File: src/hw/rtl/lfr_pkg.sv
// Shared types and codes for the frame receiver.
// Holds the input word and result structs and the result kind codes; no dependencies.
package lfr_pkg;

    // Result kind codes
    localparam logic [1:0] KIND_STORED      = 2'd0;
    localparam logic [1:0] KIND_DONE        = 2'd1;
    localparam logic [1:0] KIND_INTERRUPTED = 2'd2;
    localparam logic [1:0] KIND_TOO_LONG    = 2'd3;

    // Largest number of results one input word can cause
    localparam int unsigned MAX_RESULTS = 3;

    // One received word
    typedef struct packed {
        logic [31:0] word_data;
        logic        start_flag;
        logic        end_flag;
        logic [1:0]  remainder;
    } t_in;

    // One result item
    typedef struct packed {
        logic [1:0]  kind;
        logic [9:0]  word_index;
        logic [31:0] stored_word;
        logic [12:0] frame_bytes;
        logic        last;
    } t_out;

    // All results caused by one word, in delivery order
    typedef struct packed {
        logic [1:0]                   count;
        t_out [MAX_RESULTS-1:0]       ent;
    } t_bundle;

endpackage

File: src/hw/rtl/lfr_frame_ctl.sv
// Frame tracking for the frame receiver: word counter, capacity register and
// the per-word result bundle. Depends on lfr_pkg.
module lfr_frame_ctl #(
    parameter int MAX_WORDS = 1024
) (
    input  logic             i_clk,
    input  logic             i_rst_n,
    input  logic             i_cfg_wr_en,
    input  logic [10:0]      i_cfg_wr_data,
    input  logic             i_fire,
    input  lfr_pkg::t_in     i_item,
    output lfr_pkg::t_bundle o_bundle
);
    import lfr_pkg::*;

    logic [10:0] r_capacity;
    logic [10:0] r_count;
    logic [10:0] n_count;
    logic [10:0] cap;

    // Effective capacity: smaller of the register and MAX_WORDS
    always_comb begin
        if (32'(r_capacity) > 32'(MAX_WORDS)) begin
            cap = 11'(MAX_WORDS);
        end else begin
            cap = r_capacity;
        end
    end

    // Results of one word and the next counter value
    always_comb begin
        t_out        res;
        logic [1:0]  n;
        logic [10:0] base;
        logic [10:0] next_cnt;
        logic [12:0] bytes;
        logic        open;
        logic        proceed;

        o_bundle = '0;
        n        = 2'd0;
        res      = '0;
        open     = (r_count != 11'd0);
        proceed  = i_item.start_flag || open;
        base     = r_count;
        next_cnt = r_count + 11'd1;
        bytes    = '0;
        n_count  = r_count;

        // start inside an open frame: report and restart with this word
        if (i_item.start_flag && open) begin
            res.kind          = KIND_INTERRUPTED;
            o_bundle.ent[n]   = res;
            n                 = n + 2'd1;
            base              = 11'd0;
            next_cnt          = 11'd1;
            n_count           = 11'd0;
        end

        if (proceed) begin
            if (base < cap) begin
                res             = '0;
                res.kind        = KIND_STORED;
                res.word_index  = base[9:0];
                res.stored_word = i_item.word_data;
                o_bundle.ent[n] = res;
                n               = n + 2'd1;
                n_count         = next_cnt;
                if (i_item.end_flag) begin
                    bytes           = {next_cnt, 2'b00} - 13'd3 + {11'd0, i_item.remainder};
                    res             = '0;
                    res.kind        = KIND_DONE;
                    res.frame_bytes = bytes;
                    o_bundle.ent[n] = res;
                    n               = n + 2'd1;
                    n_count         = 11'd0;
                end
            end else begin
                res             = '0;
                res.kind        = KIND_TOO_LONG;
                o_bundle.ent[n] = res;
                n               = n + 2'd1;
                n_count         = 11'd0;
            end
        end

        if (n != 2'd0) begin
            o_bundle.ent[n - 2'd1].last = 1'b1;
        end
        o_bundle.count = n;
    end

    // Counter and capacity register
    always_ff @(posedge i_clk) begin
        if (!i_rst_n) begin
            r_count    <= 11'd0;
            r_capacity <= 11'd1024;
        end else begin
            if (i_fire) begin
                r_count <= n_count;
            end
            if (i_cfg_wr_en) begin
                r_capacity <= i_cfg_wr_data;
            end
        end
    end

endmodule

File: src/hw/rtl/locallink_frame_receiver.sv
// Throughput: one word per cycle while each word yields at most one result and
// i_stall is low; a word yielding several results holds the result register
// until each of its results is taken.
// Words go input register -> frame logic -> result bundle register.
// Reset (synchronous, active low) empties both registers, clears the word count
// and sets the capacity register to 1024.
module locallink_frame_receiver #(
    parameter int MAX_WORDS = 1024
) (
    input  logic          i_clk,
    input  logic          i_rst_n,
    input  logic          i_valid,
    output logic          o_stall,
    input  lfr_pkg::t_in  i_item,
    output logic          o_valid,
    input  logic          i_stall,
    output lfr_pkg::t_out o_item,
    input  logic          i_cfg_wr_en,
    input  logic [10:0]   i_cfg_wr_data
);
    import lfr_pkg::*;

    logic        r_in_valid;
    t_in         r_in;
    logic [1:0]  r_cnt;
    logic [1:0]  r_pos;
    t_out [MAX_RESULTS-1:0] r_ent;
    t_bundle     bundle;
    logic        take;
    logic        take_last;
    logic        bundle_free;
    logic        fire;
    logic        in_accept;

    // Output side handshake
    assign o_valid     = (r_cnt != 2'd0);
    assign o_item      = r_ent[r_pos];
    assign take        = o_valid && !i_stall;
    assign take_last   = take && (r_pos == r_cnt - 2'd1);
    assign bundle_free = (r_cnt == 2'd0) || take_last;

    // Word moves from input register into frame logic when the bundle frees up
    assign fire      = r_in_valid && bundle_free;
    assign o_stall   = r_in_valid && !bundle_free;
    assign in_accept = i_valid && !o_stall;

    lfr_frame_ctl #(
        .MAX_WORDS(MAX_WORDS)
    ) u_frame_ctl (
        .i_clk        (i_clk),
        .i_rst_n      (i_rst_n),
        .i_cfg_wr_en  (i_cfg_wr_en),
        .i_cfg_wr_data(i_cfg_wr_data),
        .i_fire       (fire),
        .i_item       (r_in),
        .o_bundle     (bundle)
    );

    // Input register
    always_ff @(posedge i_clk) begin
        if (!i_rst_n) begin
            r_in_valid <= 1'b0;
        end else if (in_accept) begin
            r_in_valid <= 1'b1;
        end else if (fire) begin
            r_in_valid <= 1'b0;
        end
    end

    always_ff @(posedge i_clk) begin
        if (in_accept) begin
            r_in <= i_item;
        end
    end

    // Result bundle register, drained one result per transaction
    always_ff @(posedge i_clk) begin
        if (!i_rst_n) begin
            r_cnt <= 2'd0;
            r_pos <= 2'd0;
        end else if (fire) begin
            r_cnt <= bundle.count;
            r_pos <= 2'd0;
        end else if (take_last) begin
            r_cnt <= 2'd0;
            r_pos <= 2'd0;
        end else if (take) begin
            r_pos <= r_pos + 2'd1;
        end
    end

    always_ff @(posedge i_clk) begin
        if (fire) begin
            r_ent <= bundle.ent;
        end
    end

    // Checks
    a_pos_in_range: assert property (@(posedge i_clk) disable iff (!i_rst_n)
        o_valid |-> (r_pos < r_cnt))
        else $error("result position beyond bundle count");

    a_last_marks_end: assert property (@(posedge i_clk) disable iff (!i_rst_n)
        o_valid |-> (o_item.last == (r_pos == r_cnt - 2'd1)))
        else $error("last flag does not match final result of word");

    a_interrupt_not_last: assert property (@(posedge i_clk) disable iff (!i_rst_n)
        (o_valid && o_item.kind == KIND_INTERRUPTED) |-> !o_item.last)
        else $error("interrupted report must be followed by the word's own result");

    a_non_stored_clean: assert property (@(posedge i_clk) disable iff (!i_rst_n)
        (o_valid && o_item.kind != KIND_STORED) |->
            (o_item.word_index == 10'd0 && o_item.stored_word == 32'd0))
        else $error("index or data set on a non-stored result");

    a_no_fire_while_busy: assert property (@(posedge i_clk) disable iff (!i_rst_n)
        (r_in_valid && o_valid && i_stall) |=> $stable(r_ent))
        else $error("bundle overwritten while a result is stalled");

endmodule
File: config.mk
export PLATFORM = sky130hd
export DESIGN_NAME = locallink_frame_receiver
export DESIGN_NICKNAME = d
export VERILOG_FILES = /design/src/hw/rtl/lfr_pkg.sv /design/src/hw/rtl/lfr_frame_ctl.sv /design/src/hw/rtl/locallink_frame_receiver.sv
export SDC_FILE = /design/constraint.sdc
export NUM_CORES = 1
export LEC_CHECK = 0
export ABC_AREA = 1
export BUFFER_PORTS_ARGS = -buffer_cell sky130_fd_sc_hd__buf_2
export CAP_MARGIN = 20
export CORE_ASPECT_RATIO = 2
export CORE_MARGIN = 2
export CORE_UTILIZATION = 45
export DETAILED_ROUTE_END_ITERATION = 16
export SLEW_MARGIN = 10
export SYNTH_ARGS = -nofsm -noshare
export SYNTH_HDL_FRONTEND = slang
export SYNTH_SLANG_ARGS = --single-unit
export TNS_END_PERCENT = 10
File: constraint.sdc
create_clock -name i_clk -period 9.3 [get_ports i_clk]
set_clock_uncertainty 0.05 [all_clocks]
set_input_delay 0.465 -clock i_clk [delete_from_list [all_inputs] [get_ports i_clk]]
set_output_delay 0.465 -clock i_clk [all_outputs]
set_load 0.01 [all_outputs]
==> metrics.md <==
| Metric | Value |
|---|---|
| Status | `finished, final reports clean` |
| Relative slew slack | `37.3%` |
| Fill cells | `1700` |
| Synthesis-stage register bit count | `181` |
| Hold Slack | `0.159 ns` |
| Vias in the first global route | `5969` |
| First-pass GRT wire length | `29200 µm` |
| Sink Count | `181` |
| DRC Markers | `0` |
| PwrDens | `236 mW/mm²` |
| Critical path's slowest cell | `nand3_2` |
| Routed length per instance | `15.8 µm` |
| Global Route Usage Sum | `19.7%` |
| Leading area contributor after synthesis | `edfxtp_1` |
| Peak supply drop | `0.118 mV` |
| Clock slew at reported path FFs | `0.07 ns` |
| Hold-fix buffers, CTS | `0` |
| Total grt overflow | `0` |
| Hold path cells | `1` |
| Chip width | `99.1 µm` |
| HPWL after detailed placement | `12400 µm` |
| Die Area | `0.0192 mm²` |
| Num rows | `69` |
| Min-delay src | `i_item[2]` |
| Final wirelength | `around 18000 µm` |
| # IOs | `112` |
| Final Max Tran Viols | `0` |
| CP Max Fanout | `42` |
| Share of the synthesized area in the top cell type | `between 50% and 60%` |
| Mean area per synthesized cell | `9.81 µm²` |
| Sequential fraction of the synthesis area | `63.4%` |
| Post-DRT Antenna Nets | `0` |
| Post-Syn Area | `0.00814 mm²` |
| Clk Latency, worst-skew pair | `0.43 ns` |
| Synth cell types | `34` |
| Initial core utilization | `45.8%` |
| Worst-margin pin slew | `0.938 ns` |
| Vias per cell | `5.09` |
| Min cycle time layout | `approximately 4.2 ns` |
| Area of the core | `roughly 0.018 mm²` |
| Crit path DAT | `4.33 ns` |
| Number of buffers created by CTS | `17` |
| Endpoints failing hold | `0` |
| CTS root buffer | `clkbuf_16` |
| FF-to-FF Start | `u_frame_ctl.r_count[1]` |
| Cell-by-cell listing of the critical path | `inv_1 -> ha_1 -> nand4_1 -> nor4_1 -> inv_1 -> ha_1 -> nor2_1 -> ha_1 -> a21oi_1 -> a21boi_1 -> nor2_1 -> nor2_4 -> nand3_2 -> nor3_1` |
| Ant diodes | `0` |
| Maximum clock frequency | `0.240 GHz` |
| Cells on worst reg2reg path | `14` |
| Pin count of the biggest net entering global routing | `between 60 and 70` |
| Worst path max stage delay | `0.72 ns` |
| Final setup vio count | `0` |
| RSZ-0062 raised after global routing | `no` |
| Mux cell area share after synthesis | `0%` |
| Port Buffers | `111` |
| Max Cap Violations | `0` |
| Crit path kind | `register to register` |
| Deepest clock path buffer count | `2` |
| Worst Hold Class | `primary input to register` |
| CP Capture Type | `register` |
| Fin Setup TNS | `0 ns` |
| Drt pass-1 iters | `6` |
| Crit start category | `register` |
| CTS tree | `built` |
| Layout cells sized above 1 | `16.9%` |
| Post-Synthesis Cells | `830` |
| Worst EP required | `9.47 ns` |
| Synth area leaders | `edfxtp_1 (57%), nor2_1 (11%), dfxtp_1 (6.6%)` |
| Setup crit start | `u_frame_ctl.r_count[1]` |
| Die Ht | `slightly below 200 µm` |
| Pleak | `4.03 nW` |
| Worst path most repeated cell | `ha_1` |
| GP Congestion | `0.873` |
| Post-synthesis xor/xnor area fraction | `under 10%` |
| Overall Power | `2.25 mW` |
| Compound-gate portion of the synthesized area | `6.69%` |
| Synth-to-Final Area Change | `17.1%` |
| DR iter-0 viols | `251` |
| Synth Area in Adders | `between 2 and 3%` |
| Post-cts sizing count | `0` |
| H-Tree Depth | `4` |
| Period Utilization, post-route | `between 40 and 50%` |
| Initial antenna violation count | `0` |
| Setup Fix Bufs, Post-CTS | `0` |
| Warning count from the yosys run | `0` |
| Synth Area in Simple Gates | `19.9%` |
| Largest family of logic cells by synthesized area | `simple AND/OR/NAND/NOR gates` |
| Nets | `1014` |
| DR vias | `5957` |
[Yosys cell counts, drive strengths merged]
cell      n
inv      86
o31ai     2
nor4      3
clkinv    2
edfxtp  154
a21oi    12
clkbuf   30
a21boi    1
dfxtp    27
conb      1
o21ai    74
nand3    58
nor3     16
ha       17
o21bai    1
nor2    234
xor2      8
buf      11
a31oi    11
a21o      1
nand2    73
and3      1
xnor2     2
nand4     5
[state kept, by name, indices dropped and copies added, names as in the netlist]
signal,flops
r_ent,118
r_in,36
u_frame_ctl.r_count,11
u_frame_ctl.r_capacity,11
r_cnt,2
r_pos,2
r_in_valid,1
[cell usage in the layout, fill, tap and decap left out, types with 2 or more instances in the layout]
cell type and count:
nor2_1 230, edfxtp_1 154, buf_2 111, inv_1 84
o21ai_0 74, nand2_1 72, nand3_1 56, dfxtp_1 26
conb_1 20, ha_1 17, clkbuf_16 17, nor3_1 15
a21oi_1 11, a31oi_1 11, xor2_1 8, buf_4 7
nand4_1 5, inv_6 4, nor4_1 3, inv_2 3
bufinv_16 3, clkinvlp_4 3, xnor2_1 2, nor2_4 2
o31ai_1 2, clkinv_1 2, nand3_2 2, clkinv_4 2
[report_power, final]
part / leakage (nW) / internal [mW] / switching (mW)
Sequential: 1.70 / 1.01 / 0.0311
Combinational: 2.05 / 0.139 / 0.335
Clock: 0.285 / 0.426 / 0.308
[final cells by class]
cell class | instances | area, µm² | area share (%)
clock buffers | 18 | 429 | 4.50
clock inverters | 14 | 174 | 1.83
inverters | 88 | 330 | 3.47
multi-input cells | 539 | 2550 | 26.8
flip-flops and latches | 181 | 5170 | 54.2
well taps | 213 | 267 | 2.80
repair buffers | 118 | 608 | 6.38
[path summary, 6_finish.rpt]
kind,to,slack [ns]
worst max register to register,r_ent[54],5.13
worst min-delay path,r_in[2],0.16
worst max-delay path,r_ent[54],5.13
worst min register to register,r_cnt[1],0.43
[kinds of logic after synthesis]
family	Yosys count
flops	181
compound gates	102
xor+xnor	10
simple gates	390
other cells	1
fa+ha+maj	17
buf+inv	129
[through the flow]
stage / cells / setup slack [ns] / area (µm²) / util, %
after CTS: 1171 / 5.06 / 9530 / 53.6
after global routing: 1171 / 4.70 / 9530 / 53.6
after detailed placement: 1139 / 5.09 / 8930 / 50.2
after floorplan: 849 / 5.83 / 8210 / -
final: 1171 / 5.13 / 9530 / 53.6
after global placement: 1139 / 5.36 / 8930 / 50.2
[layer usage]
| metal | global-route usage [%] | wire [µm] | vias up |
|---|---|---|---|
| met5 | 0 | 0 | - |
| met4 | 9.39 | 744 | 0 |
| met3 | 4.04 | 626 | 38 |
| met2 | 37.2 | 10200 | 117 |
| met1 | 20.0 | 6870 | 2824 |
| li1 | - | - | 2978 |
[worst max-delay path: cells and delay by family (launching register included)]
kind	cells	cell delay, ns
compound gates	2	0.31
fa+ha+maj	3	0.92
buf+inv	2	0.19
flops	1	0.34
simple gates	7	2.11
Note: power is estimated with default switching activity, not from simulation.
